$ cat src/sv/swbs_pkg.sv
// ----------------------------------------------------------------------------
// Sliding window bandwidth shaper package
// Shared widths, register indexes, item and divider types and a ring index helper.
// ----------------------------------------------------------------------------
package swbs_pkg;

   localparam int SLOTS      = 128;
   localparam int IDX_W      = $clog2(SLOTS);
   localparam int CNT_W      = $clog2(SLOTS + 1);
   localparam int LEN_W      = 32;
   localparam int BYTE_W     = 48;
   localparam int TIME_W     = 32;
   localparam int WAIT_W     = 22;
   localparam int CAP_W      = 44;
   localparam int KEEP_W     = 22;
   localparam int DIVC_W     = $clog2(CAP_W + 1);
   localparam int RATE_W     = 32;
   localparam int WS_W       = 12;
   localparam int SLOTMS_W   = 16;
   localparam int LAT_W      = 16;
   localparam int CSR_IDX_W  = 3;
   localparam int CSR_DATA_W = 32;

   localparam logic [KEEP_W-1:0] MS_PER_S = KEEP_W'(1000);

   localparam logic [CSR_IDX_W-1:0] CSR_RATE    = 3'd0;
   localparam logic [CSR_IDX_W-1:0] CSR_MODE    = 3'd1;
   localparam logic [CSR_IDX_W-1:0] CSR_WINDOW  = 3'd2;
   localparam logic [CSR_IDX_W-1:0] CSR_SLOT    = 3'd3;
   localparam logic [CSR_IDX_W-1:0] CSR_LATENCY = 3'd4;
   localparam logic [CSR_IDX_W-1:0] CSR_READ    = 3'd5;

   typedef enum logic [1:0] {
      FUNC_TICK = 2'd0,
      FUNC_REQ  = 2'd1,
      FUNC_CMP  = 2'd2,
      FUNC_EVT  = 2'd3
   } func_type;

   typedef struct packed {
      func_type          func;
      logic [LEN_W-1:0]  length;
      logic              would_block;
   } item_type;

   typedef struct packed {
      logic              start;
      logic [CAP_W-1:0]  dividend;
      logic [KEEP_W-1:0] divisor;
   } div_req_type;

   typedef struct packed {
      logic              done;
      logic [CAP_W-1:0]  quotient;
   } div_rsp_type;

   function automatic logic [IDX_W-1:0] ring_idx(input logic [IDX_W-1:0] base,
                                                 input logic [CNT_W-1:0] off);
      logic [CNT_W:0] sum;
      sum = (CNT_W + 1)'(base) + (CNT_W + 1)'(off);
      if (sum >= (CNT_W + 1)'(SLOTS)) begin
         sum = sum - (CNT_W + 1)'(SLOTS);
      end
      return sum[IDX_W-1:0];
   endfunction

endpackage

$ cat src/sv/swbs_front.sv
// ----------------------------------------------------------------------------
// Sliding window bandwidth shaper front end
// Accepts requests, decodes the function code and queues them for the back end.
// ----------------------------------------------------------------------------
module swbs_front import swbs_pkg::*; (
   input  logic             clock,
   input  logic             reset,
   input  logic             req_valid,
   output logic             req_ready,
   input  logic [1:0]       req_func,
   input  logic [LEN_W-1:0] req_length,
   input  logic             req_would_block,
   output logic             q_valid,
   output item_type         q_item,
   input  logic             q_pop
);

   item_type   ent_ff [2];
   logic       wr_ptr_ff, wr_ptr_in;
   logic       rd_ptr_ff, rd_ptr_in;
   logic [1:0] fill_ff, fill_in;
   logic       push;
   item_type   new_item;

   assign req_ready = (fill_ff != 2'd2);
   assign push      = req_valid && req_ready;
   assign q_valid   = (fill_ff != 2'd0);
   assign q_item    = ent_ff[rd_ptr_ff];

   always_comb begin
      new_item.func        = func_type'(req_func);
      new_item.length      = req_length;
      new_item.would_block = req_would_block && (func_type'(req_func) == FUNC_CMP);
      wr_ptr_in = wr_ptr_ff ^ push;
      rd_ptr_in = rd_ptr_ff ^ q_pop;
      fill_in   = fill_ff + 2'(push) - 2'(q_pop);
   end

   always_ff @(posedge clock) begin
      if (reset) begin
         wr_ptr_ff <= 1'b0;
         rd_ptr_ff <= 1'b0;
         fill_ff   <= 2'd0;
      end else begin
         wr_ptr_ff <= wr_ptr_in;
         rd_ptr_ff <= rd_ptr_in;
         fill_ff   <= fill_in;
      end
      if (push) begin
         ent_ff[wr_ptr_ff] <= new_item;
      end
   end

endmodule

$ cat config.mk
export PLATFORM = sky130hd
export DESIGN_NAME = swbs_front
export DESIGN_NICKNAME = d
export VERILOG_FILES = /design/src/sv/swbs_pkg.sv /design/src/sv/swbs_front.sv
export SDC_FILE = /design/constraint.sdc
export NUM_CORES = 1
export LEC_CHECK = 0
export ABC_AREA = 1
export BUFFER_PORTS_ARGS = -buffer_cell sky130_fd_sc_hd__buf_2
export CORE_UTILIZATION = 56
export CTS_CLUSTER_DIAMETER = 100
export DETAILED_ROUTE_END_ITERATION = 7
export PLACE_DENSITY_LB_ADDON = 0.2
export SLEW_MARGIN = 5
export SYNTH_ARGS = -nofsm -noshare
export SYNTH_HDL_FRONTEND = slang
export SYNTH_SLANG_ARGS = --single-unit
$ cat constraint.sdc
create_clock -name clock -period 4 [get_ports clock]
set_clock_uncertainty 0.15 [all_clocks]
set_input_delay 0.2 -clock clock [delete_from_list [all_inputs] [get_ports clock]]
set_output_delay 0.2 -clock clock [all_outputs]
set_load 0.05 [all_outputs]
# Word-level counts from Yosys, hierarchy flattened
# Memory sizes are Yosys's and may differ from the RTL's. A register that Yosys moved wholly into a read port is not among the register bits.
# Index checks and enable logic that the tools add are counted.
word_totals:
  regBits: 4
  output_inout_bits: 37
  ramBits: 70
  wordCells: 16
  mem_count: 1
  in_bits: 39
mem_list:
  columns: ["memory", "words", "word_bits", "read_ports", "rd_ports_with_merged_regs", "wr", "line_no", "source"]
  rows:
  - ["ent_ff", 2, 35, 1, 1, 1, "swbs_front.sv:18", "item_type ent_ff [2];"]
classes:
  n_eq_ne: 2
  mux: 3
  add_sub_neg: 2
  n_bitwise: 2
  reduce_logical: 3
ops:
  columns: ["op", "n"]
  rows:
  - ["$mux 1", 3]
  - ["$add 2x1->2", 1]
  - ["$eq 2x2->1 const B", 1]
  - ["$logic_and 1x1->1", 2]
  - ["$ne 2x2->1 const B", 1]
  - ["$reduce_bool 2->1", 1]
  - ["$sub 2x1->2", 1]
  - ["$xor 1x1->1", 2]

# Depth between registers and ports, before layout
# Gate-level depths: netlist of the first run.
logic_depth:
  depth_word: 4
  ltp_mapped: 11
  depth_no_buf: 11

# Worst setup path after synthesis of the first run
# OpenSTA, ideal clock, no wires.
synth_path:
  path_kind: "reg-to-reg"
  start: "register fill_ff[0]"
  end: "memory ent_ff[1][0] in the netlist's numbering, enable pin"
  period_less_slack_ns: 3.035
  t_required_ns: 3.423
  arrival_ns: 2.458
  setup_time_ns: 0.427
  slack_ns: 0.965
  stages_incl_launch_ff: 5
  path_buffers: 0
  cell_sequence: "dfxtp_1 > inv_1 > nand2_1 > nand2_1 > nor2_1"
synth_via:
  elab_chain_cells: 4
synth_rtl:
  columns: ["item", "line_no", "source"]
  rows:
  - ["start, declared", "swbs_front.sv:21", "logic [1:0] fill_ff, fill_in;"]
  - ["start signal, assigned", "swbs_front.sv:47", "fill_ff <= fill_in;"]
  - ["$ne 2x2->1", "swbs_front.sv:25", "assign req_ready = (fill_ff != 2'd2);"]
  - ["net req_ready", "swbs_front.sv:9", "output logic req_ready,"]
  - ["$logic_and 1x1->1", "swbs_front.sv:26", "assign push = req_valid && req_ready;"]
  - ["$mux 1", "swbs_front.sv:49", "if (push) begin"]
  - ["$mux 1 (implied by the code)", "swbs_front.sv:50", "ent_ff[wr_ptr_ff] <= new_item;"]
  - ["end, declared", "swbs_front.sv:18", null]
# The timed path passes the listed nets, and every way through them passes these cells.

==> Flow_metrics.wiki, run 1 <==
{| class="wikitable"
! Metric !! Value
|-
| Overflow left after global routing || 0
|-
| Hold Path Class || input pin to flip-flop
|-
| Run status || finished, final reports clean
|-
| Number of slew-limit violations in the final report || 0
|-
| Cell type with the highest aggregate area in the netlist || sky130_fd_sc_hd__edfxtp_1
|-
| Routability Congestion || approximately 0.66
|-
| Series of cell instances along the critical path || mux2_2, buf_2
|-
| Highest cell delay on the worst timing path || about 1.1 ns
|-
| Simple-gate portion of the synthesized area || around 2.0%
|-
| Clock buffer depth || 2
|-
| Leakage component of the power || 1.543 nW
|-
| Buffers inserted by post-CTS timing repair || 0
|-
| Cell with the largest stage delay on the worst path || sky130_fd_sc_hd__dfxtp_2
|-
| Routed via count divided by cell count || 4.775
|-
| Unrepaired setup endpoints after global routing || false
|-
| Final number of setup-violating endpoints || 0
|-
| Hold buffers post-CTS || 35
|-
| Worst-Skew Late Latency || between 0.3 and 0.4 ns
|-
| CTS tree || yes
|-
| Register bit total from synthesis || between 70 and 80
|-
| CTS clock-pin slew for the worst setup and hold paths || roughly 0.070 ns
|-
| Post-synthesis xor/xnor area fraction || less than 1%
|-
| Final Cycle Share || between 60% and 70%
|-
| Distinct cell type count of the synthesized netlist || 13
|-
| Count of final hold-check violations || 0
|-
| Power density relative to cell area || around 520 mW/mm²
|-
| Initial antenna violation count || 0
|-
| Post-layout power || slightly below 0.002 W
|-
| Number of buffers created by CTS || 9
|-
| Detailed-route wire length || 5.138 mm
|-
| DR vias || ~1,600
|-
| Die width || between 70 and 80 µm
|-
| Count of standard-cell rows || 25
|-
| Crit end category || output pin
|-
| Residual antenna-violating net count after detailed routing || 0
|-
| Number of nets in the synthesized netlist || between 150 and 200
|-
| Signed area change from the synthesized netlist to the final layout || 32.15%
|-
| Mux contribution to synthesized area || 17.42%
|-
| GRT Total Usage || approximately 20%
|-
| Main combinational cell family by area after synthesis || multiplexers
|-
| Startpoint kind of the worst setup timing path || flip-flop
|-
| Max Cap Viol || 0
|-
| Port buffer count || 75
|-
| Area inside the core boundary || a little under 0.005 mm²
|-
| Slew of the pin with the lowest slew margin || 1.137 ns
|-
| Normalized max-slew margin || 24.22%
|-
| Core occupancy in the finished layout || about four fifths
|-
| DIE AREA || 0.005448 mm²
|-
| Largest net degree at the start of global routing || 37
|-
| Deepest level of the CTS H-tree || 3
|-
| Root Driver || sky130_fd_sc_hd__clkbuf_8
|-
| Post-synthesis sequential area ratio || between 70% and 80%
|-
| First-pass GRT wire length || ~7.7 mm
|-
| Total I/O pin count || 76
|-
| Cells after Synth || 140
|-
| WL per Instance || between 15 and 20 µm
|-
| Combined area of the multi-input logic cells || 618.1 µm²
|-
| DRT Pass-1 Iters || 4
|-
| Filler cell count in the final layout || 276
|-
| Sequential standard cell area || between 0.002 and 0.0025 mm²
|-
| Crit path kind || flip-flop to output pin
|-
| Max Fanout on Critical Path || 36
|-
| Final-layout worst hold slack || roughly 0.021 ns
|-
| Required time at the worst-slack endpoint || 3.65 ns
|-
| Number of nets at the end of the flow || between 200 and 300
|-
| Final sum of negative setup slack || 0 ns
|-
| Post-synthesis compound-gate area fraction || less than 1%
|-
| DRC marker count from the first detailed-route iteration || 50
|-
| Vias in the first global route || approximately 1,700
|-
| Initial standard-cell utilization of the core || around three fifths
|-
| Clock Sinks || 74
|-
| Worst Path Arrival || between 2 and 2.5 ns
|-
| Average footprint of a synthesized cell || between 20 and 25 µm²
|-
| Antenna Diode Count || 0
|-
| Worst IR Drop VDD || a little under 0.0004 V
|-
| Cell area after synthesis || 0.002888 mm²
|-
| Post-synthesis share of cell area spent on full adders, half adders and majority gates || less than 1%
|-
| Largest cells by area after synthesis || sky130_fd_sc_hd__edfxtp_1 (73%), sky130_fd_sc_hd__mux2_4 (15%), sky130_fd_sc_hd__dfxtp_1 (2.8%), sky130_fd_sc_hd__mux2_2 (2.3%), sky130_fd_sc_hd__buf_12 (2.1%)
|-
| Number of synthesis warnings || 0
|-
| DRC Markers || 0
|-
| HPWL after detailed placement || 2.903 mm
|-
| Die Span Y || ~74 µm
|-
| Final Critical Period || 2.415 ns
|-
| Area share of the largest cell type after synthesis || 72.79%
|-
| Share of final-layout standard cells stronger than drive strength 1 || 47.71%
|-
| Post_cts resized || 0
|-
| Max Freq || 414.1 MHz
|}
[layout by cell type, fill, tap and decap left out]
| cell | n |
|---|---|
| sky130_fd_sc_hd__nand3_1 | 1 |
| sky130_fd_sc_hd__clkbuf_8 | 9 |
| sky130_fd_sc_hd__inv_1 | 7 |
| sky130_fd_sc_hd__nor2_1 | 4 |
| sky130_fd_sc_hd__xnor2_1 | 2 |
| sky130_fd_sc_hd__dlygate4sd3_1 | 35 |
| sky130_fd_sc_hd__nor2_4 | 1 |
| sky130_fd_sc_hd__ha_2 | 1 |
| sky130_fd_sc_hd__clkbuf_1 | 4 |
| sky130_fd_sc_hd__ha_1 | 1 |
| sky130_fd_sc_hd__buf_2 | 75 |
| sky130_fd_sc_hd__nand2_1 | 9 |
| sky130_fd_sc_hd__edfxtp_1 | 70 |
| sky130_fd_sc_hd__mux2_2 | 6 |
| sky130_fd_sc_hd__dfxtp_2 | 1 |
| sky130_fd_sc_hd__mux2_4 | 29 |
| sky130_fd_sc_hd__dfxtp_1 | 3 |
| sky130_fd_sc_hd__clkinv_2 | 2 |
| sky130_fd_sc_hd__bufinv_16 | 1 |
| sky130_fd_sc_hd__a21oi_1 | 1 |
[sequential cells by signal, summed over array words and instances, names as in the netlist]
register and flops:
ent_ff 70, fill_ff 2, rd_ptr_ff 1, wr_ptr_ff 1
[critical path, delay by kind of cell, from the launching register on]
family | cells | cell delay [ns]
DFF | 1 | 1.09
muxes | 1 | 0.42
buffers and inverters | 1 | 0.21
[through the flow]
step,std cells,worst slack [ns],cell area [µm²]
final,329,1.585,3816
after global routing,329,1.499,3816
after CTS,329,1.541,3816
after detailed placement,278,1.922,3287
after global placement,278,1.955,3287
after floorplan,140,0.9648,2888
[layout make-up]
type                    instances  area share, %
multi-input cells              55          16.20
clock inverters                 3          1.049
well taps                      67          2.197
inverters                       7         0.6885
flip-flops and latches         74          57.21
clock buffers                  13          3.639
repair buffers                110          19.02
[cell families (layout without fill, tap and decap cells)]
logic type | after synthesis | count (layout)
compound gates | 1 | 1
xor+xnor | 2 | 2
fa+ha+maj | 2 | 2
buf+inv | 11 | 133
flops | 74 | 74
mux | 35 | 35
simple gates | 15 | 15
[report_power, final]
part | switching (W) | internal (W)
Clock | 0.000251 | 0.000287
Combinational | 0.000304 | 0.000160
Sequential | 0.0000377 | 0.000937
Total | 0.000593 | 0.00138
[per-layer routing]
layer	vias up	share of wire (%)	global-route usage, %
li1	760	-	-
met1	754	37	20.31
met2	50	57	38.63
met3	7	4.1	6.722
met4	0	1.2	8.974
met5	-	0	0
[cell usage after synthesis, drive strengths merged]
master / count
nand2: 9
ha: 2
mux2: 35
buf: 4
dfxtp: 4
nand3: 1
inv: 7
edfxtp: 70
nor2: 5
xnor2: 2
a21oi: 1
[worst paths after layout]
path	from	to	slack (ns)	cells after the start
setup / recovery	rd_ptr_ff$_SDFF_PP0_	q_item[1]	1.59	2
setup reg to reg	fill_ff[0]$_SDFF_PP0_	ent_ff[0][8]$_DFFE_PP_	1.91	5
hold reg to reg	fill_ff[1]$_SDFF_PP0_	fill_ff[1]$_SDFF_PP0_	0.48	4
hold / removal	q_pop	rd_ptr_ff$_SDFF_PP0_	0.02	3
Power figures use the tool's default switching activity.
==> inputs of run 2 (changes only) <==
- CORE_UTILIZATION: 56 -> 47
- clock period: 4 -> 2.2 ns (I/O delays scaled with it)
==> run 2 against run 1 <==
  * Final cell count rose by 4.6%
  * Count of clock-buffer cells in the layout is 3 lower
  * First-iteration DRC count fell by 40%
  * Combinational power rose by 93%
  * Setup slack got worse by 1.4 ns
  * Critical endpoint is now q_item[14]
==> Flow_metrics.wiki, run 2 (synthesis gave the netlist of run 1 again) <==
{| class="wikitable"
! Metric !! Value
|-
| Share of total power in sequential cells || 48.7% (-0.6 points)
|-
| Largest net degree at the start of global routing || 20 (-46%)
|-
| First-pass GRT wire length || 7.300 mm (-4.9%)
|-
| Clock power frac || 26.3% (-0.9 points)
|-
| DR vias || 1,623 (+3.3%)
|-
| Area inside the core boundary || 0.005921 mm² (+22%)
|-
| WL per Instance || 14.32 µm (-8.3%)
|-
| Combined area of the multi-input logic cells || 618.1 µm² (unchanged)
|-
| Antenna Diode Count || 0 (unchanged)
|-
| Count of standard-cell rows || 28 (+12%)
|-
| Initial antenna violation count || 0 (unchanged)
|-
| CTS clock-pin slew for the worst setup and hold paths || 0.06 ns (about the same)
|-
| Total I/O pin count || 76 (unchanged)
|-
| Overflow left after global routing || 0 (unchanged)
|-
| Final number of setup-violating endpoints || 0 (unchanged)
|-
| Die Span Y || 80.39 µm (+8.9%)
|-
| Signed area change from the synthesized netlist to the final layout || 35.23%
|-
| CTS tree || yes
|-
| Internal power of the cells || 0.002518 W (+82%)
|-
| Cell family with the largest share of critical-path delay || flip-flops
|-
| DIE AREA || 0.006462 mm² (+19%)
|-
| Flop-to-flop setup slack || 0.45 ns (-1.46 ns)
|-
| Design Area, Final || 0.003905 mm² (+2.3%)
|-
| Power density relative to cell area || 918.4 mW/mm² (+77%)
|-
| Port buffer count || 75 (unchanged)
|-
| Commonest non-fill, non-tap cells in the layout || sky130_fd_sc_hd__buf_2 (75), sky130_fd_sc_hd__edfxtp_1 (70), sky130_fd_sc_hd__dlygate4sd3_1 (37)
|-
| Clock buffer depth || 2 (unchanged)
|-
| Sequential standard cell area || 0.002183 mm² (unchanged)
|-
| Placed standard-cell area || 0.003362 mm² (+2.3%)
|-
| Final sum of negative setup slack || 0 ns (unchanged)
|-
| Unrepaired setup endpoints after global routing || false
|-
| Leading cell type in the layout, fill and taps excluded || sky130_fd_sc_hd__buf_2
|-
| Number of buffers created by CTS || 9 (unchanged)
|-
| Post_cts resized || 0 (unchanged)
|-
| Normalized max-slew margin || 69.81% (+46 points)
|-
| Crit path kind || flip-flop to output pin
|-
| Series of cell instances along the critical path || buf_12, mux2_4, buf_2
|-
| Hold buffers post-CTS || 37 (+5.7%)
|-
| Psw || 0.001068 W (+80%)
|-
| Count of final hold-check violations || 0 (unchanged)
|-
| Total buffers and inverters traversed by the critical path || 2 (+1)
|-
| Hold Path Class || input pin to flip-flop
|-
| Cell with the largest stage delay on the worst path || sky130_fd_sc_hd__dfxtp_2
|-
| Largest register FFs || 70 (unchanged)
|-
| Final-layout worst hold slack || 0.1403 ns (+0.1189 ns)
|-
| Worst Path Arrival || 1.72 ns (-0.34 ns)
|-
| Logic pwr share || 24.9% (+1.4 points)
|-
| Buffers inserted by post-CTS timing repair || 0 (unchanged)
|-
| Detailed-route wire length || 4.925 mm (-4.1%)
|-
| Number of slew-limit violations in the final report || 0 (unchanged)
|-
| Deepest level of the CTS H-tree || 3 (unchanged)
|-
| Highest cell delay on the worst timing path || 0.61 ns (-0.48 ns)
|-
| GRT Total Usage || 16.34% (-4.2 points)
|-
| Root Driver || sky130_fd_sc_hd__clkbuf_8
|-
| Final Cycle Share || about nine tenths
|-
| DRC marker count from the first detailed-route iteration || 30 (-40%)
|-
| Worst IR Drop VDD || 0.0005953 V (+51%)
|-
| DRC Markers || 0 (unchanged)
|-
| Worst-Skew Late Latency || 0.33 ns (about the same)
|-
| Required time at the worst-slack endpoint || 1.94 ns (-1.71 ns)
|-
| Max Cap Viol || 0 (unchanged)
|-
| Clock Sinks || 74 (unchanged)
|-
| Final Critical Period || a little under 2 ns
|-
| Startpoint kind of the worst setup timing path || flip-flop
|-
| Slew of the pin with the lowest slew margin || 0.4528 ns (-0.6838 ns)
|-
| Initial standard-cell utilization of the core || 48.77% (-11 points)
|-
| Routed via count divided by cell count || 4.718 (-1.2%)
|-
| Max Freq || 505.6 MHz
|-
| Crit end category || output pin
|-
| Largest registers ranked by flip-flop count || ent_ff: 70 flops, fill_ff: 2 flops
|-
| HPWL after detailed placement || 3.252 mm (+12%)
|-
| DRT Pass-1 Iters || 4 (unchanged)
|-
| Die width || 80.39 µm (+8.9%)
|-
| Filler cell count in the final layout || 434 (+57%)
|-
| Max Fanout on Critical Path || 15 (-58%)
|-
| Share of final-layout standard cells stronger than drive strength 1 || 49.44% (+1.7 points)
|-
| Residual antenna-violating net count after detailed routing || 0 (unchanged)
|-
| Sw Share || 29.79% (-0.18 points)
|-
| Number of nets at the end of the flow || 307 (+3.0%)
|-
| Routability Congestion || 0.6591 (-0.21%)
|-
| Most flop-heavy register || ent_ff
|-
| Vias in the first global route || 1,624 (-2.5%)
|-
| Leakage component of the power || 1.591 nW (+3.1%)
|-
| Run status || finished, final reports clean
|}
run 2: worst min-delay path, stage by stage:
cell and delay (ns):
sky130_fd_sc_hd__buf_2 0.08, sky130_fd_sc_hd__nand2_1 0.18, sky130_fd_sc_hd__nand3_1 0.15, sky130_fd_sc_hd__a21oi_1 0.06
run 2: cell type report:
type | instances | area share (%)
Sequential cell | 74 | 55.91
Timing Repair Buffer | 119 | 20.76
Multi-Input combinational cell | 55 | 15.83
Clock buffer | 10 | 3.268
Tap cell | 75 | 2.403
Clock inverter | 4 | 1.153
Inverter | 7 | 0.6729
run 2: per-stage QoR:
step                cells  utilization [%]  power [W]  setup WS (ns)
floorplan             140                -   0.002442        0.02893
global placement      293            56.78   0.002597         0.5843
detailed placement    293            56.78   0.002628         0.4899
CTS                   344            65.96   0.003619         0.1860
global route          344            65.96   0.003724         0.1455
finish                344            65.96   0.003586         0.2220
run 2: final timing paths:
path / from / end / cells after the start
max: rd_ptr_ff$_SDFF_PP0_ / q_item[14] / 3
min: req_valid / fill_ff[1]$_SDFF_PP0_ / 4
max reg2reg: fill_ff[0]$_SDFF_PP0_ / fill_ff[1]$_SDFF_PP0_ / 11
min reg2reg: wr_ptr_ff$_SDFF_PP0_ / wr_ptr_ff$_SDFF_PP0_ / 3
run 2: power by group through the flow:
stage / Sequential, W / Clock (W) / Combinational [W]
CTS: 0.00175 / 0.000969 / 0.000900
detailed placement: 0.00178 / 0 / 0.000847
floorplan: 0.00176 / 0 / 0.000686
global route: 0.00176 / 0.00102 / 0.000941
global placement: 0.00177 / 0 / 0.000825
finish: 0.00175 / 0.000945 / 0.000894
run 2: layer usage:
metal / wire [µm] / track usage, % / part of all wire [%]
met1: 1965 / 17.26 / 40
met2: 2632 / 29.41 / 53
met3: 234 / 4.773 / 4.8
met4: 92 / 8.036 / 1.9
met5: 0 / 0 / 0
==> inputs of run 3 (changes only) <==
- BUFFER_PORTS_ARGS: -buffer_cell sky130_fd_sc_hd__buf_2 -> unset
- CORE_UTILIZATION: 47 -> 56
- DONT_BUFFER_PORTS: unset -> 1
==> run 3 against run 2 <==
  * Sequential cell count did not move
  * Count of clock-buffer cells in the layout rose by 2
  * Critical path depth fell by 1
  * Clock power increased by 1%
  * First-iteration DRC count increased by 130%
  * Combinational power is 7.8% lower
  * Routed wire length fell by 4.7%
  * Final cell count shrank 24%
  * Die area down 16%
  * Critical path type unchanged
  * Largest cell class unchanged
  * Highest routed layer unchanged
==> Flow_metrics.wiki, run 3 (synthesis gave the netlist of run 1 again) <==
{| class="wikitable"
! Metric !! Value
|-
| Startpoint kind of the worst setup timing path || flip-flop
|-
| DR vias || 1,358 (-16%)
|-
| Area inside the core boundary || 0.004848 mm² (-18%)
|-
| Initial antenna violation count || 0 (unchanged)
|-
| Signed area change from the synthesized netlist to the final layout || 22.49%
|-
| Worst Hold Depth || 4 (unchanged)
|-
| Largest net degree at the start of global routing || 26 (+30%)
|-
| Crit path kind || flip-flop to output pin
|-
| Met2 track demand over resource || 30.68% (+1.3 points)
|-
| Max Fanout on Critical Path || 22 (+7)
|-
| Design Area, Final || 0.003537 mm² (-9.4%)
|-
| Critical R2R Capture || fill_ff[1]$_SDFF_PP0_
|-
| Initial standard-cell utilization of the core || 59.56% (+11 points)
|-
| Post_cts resized || 0 (unchanged)
|-
| CTS clock-pin slew for the worst setup and hold paths || 0.07 ns (about the same)
|-
| Clock power frac || 27.1% (+0.8 points)
|-
| Detailed-route wire length || 4.693 mm (-4.7%)
|-
| Leakage component of the power || 1.297 nW (-18%)
|-
| Met1 track utilization from global routing || 22.39% (+5.1 points)
|-
| Final setup slack of the worst path || 0.4173 ns (+0.1953 ns)
|-
| Met3 GRT Util || 6.310% (+1.5 points)
|-
| Count of standard-cell rows || 25 (-11%)
|-
| Worst Path Arrival || 1.52 ns (-0.20 ns)
|-
| Largest register FFs || 70 (unchanged)
|-
| Overflow left after global routing || 0 (unchanged)
|-
| Share of total power in sequential cells || 49.4% (+0.7 points)
|-
| Hold Path Class || input pin to flip-flop
|-
| Clock buffer depth || 2 (unchanged)
|-
| Internal power of the cells || 0.002467 W (-2.0%)
|-
| Total I/O pin count || 76 (unchanged)
|-
| Launch instance of the worst register-to-register path || fill_ff[0]$_SDFF_PP0_
|-
| Routability Congestion || 0.6435 (-2.4%)
|-
| Logic pwr share || 23.5% (-1.4 points)
|-
| Count of final hold-check violations || 0 (unchanged)
|-
| Root Driver || sky130_fd_sc_hd__clkbuf_8
|-
| Vias in the first global route || 1,422 (-12%)
|-
| Global-route layer with the greatest usage || met2
|-
| Final-layout worst hold slack || 0.002018 ns (-0.1383 ns)
|-
| Normalized max-slew margin || 68.59% (-1.2 points)
|-
| Worst IR Drop VDD || 0.0005945 V (-0.14%)
|-
| Routed via count divided by cell count || 5.163 (+9.4%)
|-
| Psw || 0.001048 W (-1.9%)
|-
| Hold buffers post-CTS || 37 (unchanged)
|-
| Commonest non-fill, non-tap cells in the layout || sky130_fd_sc_hd__edfxtp_1 (70), sky130_fd_sc_hd__dlygate4sd3_1 (37), sky130_fd_sc_hd__mux2_4 (29)
|-
| CTS tree || yes
|-
| Die width || 73.81 µm (-8.2%)
|-
| Run status || finished, final reports clean
|-
| Port buffer count || 0 (-100%)
|-
| Clock Sinks || 74 (unchanged)
|-
| Largest registers ranked by flip-flop count || ent_ff: 70 flops, fill_ff: 2 flops
|-
| HPWL after detailed placement || 2.940 mm (-9.6%)
|-
| Leading cell type in the layout, fill and taps excluded || sky130_fd_sc_hd__edfxtp_1
|-
| Max Freq || 561.0 MHz (+11%)
|-
| Slew of the pin with the lowest slew margin || 0.4701 ns (+0.01724 ns)
|-
| DRC Markers || 0 (unchanged)
|-
| Max Cap Viol || 0 (unchanged)
|-
| DRT Pass-1 Iters || 4 (unchanged)
|-
| Final number of setup-violating endpoints || 0 (unchanged)
|-
| Most flop-heavy register || ent_ff
|-
| Deepest level of the CTS H-tree || 3 (unchanged)
|-
| Number of buffers created by CTS || 9 (unchanged)
|-
| Worst-Skew Late Latency || 0.34 ns (about the same)
|-
| Capture endpoint of the worst hold path || fill_ff[0]$_SDFF_PP0_
|-
| Antenna Diode Count || 0 (unchanged)
|-
| DIE AREA || 0.005448 mm² (-16%)
|-
| Crit end category || output pin
|-
| WL per Instance || 17.84 µm (+25%)
|-
| Die Span Y || 73.81 µm (-8.2%)
|-
| Residual antenna-violating net count after detailed routing || 0 (unchanged)
|-
| GRT Total Usage || 18.94% (+2.6 points)
|-
| Buffers inserted by post-CTS timing repair || 0 (unchanged)
|-
| Required time at the worst-slack endpoint || 1.94 ns (about the same)
|-
| Flop-to-flop setup slack || 0.42 ns (-0.03 ns)
|-
| Final Critical Period || 1.783 ns (-0.1953 ns)
|-
| Final Cycle Share || 81.03% (-8.9 points)
|-
| Start point of the worst min-delay path || q_pop
|-
| Setup WS pre-CTS || 0.4991 ns (+0.009269 ns)
|-
| Share of final-layout standard cells stronger than drive strength 1 || 28.57% (-21 points)
|-
| Number of nets at the end of the flow || 232 (-24%)
|-
| Unrepaired setup endpoints after global routing || false
|-
| DRC marker count from the first detailed-route iteration || 69 (+130%)
|-
| Placed standard-cell area || 0.002989 mm² (-11%)
|-
| First-pass GRT wire length || 7.086 mm (-2.9%)
|-
| Final sum of negative setup slack || 0 ns (unchanged)
|-
| Post-layout power || 0.003515 W (-2.0%)
|-
| Number of cells on the worst reg-to-reg path || 11 (unchanged)
|-
| Power density relative to cell area || 993.6 mW/mm² (+8.2%)
|-
| Number of slew-limit violations in the final report || 0 (unchanged)
|-
| Sw Share || 29.81% (about the same)
|}
==> run 3: worst max path at each step <==
stage                           from                 endpoint  slack [ns]  cells past startpoint
6_report        rd_ptr_ff$_SDFF_PP0_                q_item[1]        0.42                      2
5_1_grt        fill_ff[0]$_SDFF_PP0_    fill_ff[1]$_SDFF_PP0_        0.29                     11
4_1_cts         rd_ptr_ff$_SDFF_PP0_                q_item[0]        0.39                      2
3_5_place_dp   fill_ff[0]$_SDFF_PP0_    fill_ff[1]$_SDFF_PP0_        0.50                     11
3_3_place_gp   fill_ff[0]$_SDFF_PP0_  ent_ff[0][10]$_DFFE_PP_        0.70                      6
2_1_floorplan  fill_ff[0]$_SDFF_PP0_   ent_ff[0][0]$_DFFE_PP_        0.03                      5
==> run 3: worst max-delay path, cell delays in order (launching register included) <==
cell	delay [ns]
sky130_fd_sc_hd__dfxtp_2	0.32
sky130_fd_sc_hd__buf_4	0.34
sky130_fd_sc_hd__mux2_2	0.51
==> run 3: per-layer routing <==
metal	part of all wire (%)	vias up
met5	0	-
met4	1.4	0
met3	6.2	6
met2	54	55
met1	39	666
li1	-	631
==> run 3: power by group through the flow <==
stage	sequential [W]	clock [W]	combinational [W]
after floorplan	0.00176	0	0.000686
after global placement	0.00176	0	0.000740
final	0.00174	0.000954	0.000824
after CTS	0.00174	0.000981	0.000829
after global routing	0.00175	0.00103	0.000861
after detailed placement	0.00177	0	0.000764
==> run 3: final cells by class <==
cell class | instances | area [µm²]
clock buffer | 12 | 135.1
inverter | 7 | 26.28
timing repair buffer | 44 | 447.9
sequential | 74 | 2183
tap | 67 | 83.83
multi-input combinational | 55 | 618.1
clock inverter | 4 | 42.54
fill | 292 | 1311
==> run 3: metrics by stage <==
step	utilization, %	instances
after floorplan	-	140
after global placement	61.65	210
after detailed placement	61.65	210
after CTS	72.95	263
after global routing	72.95	263
final	72.95	263
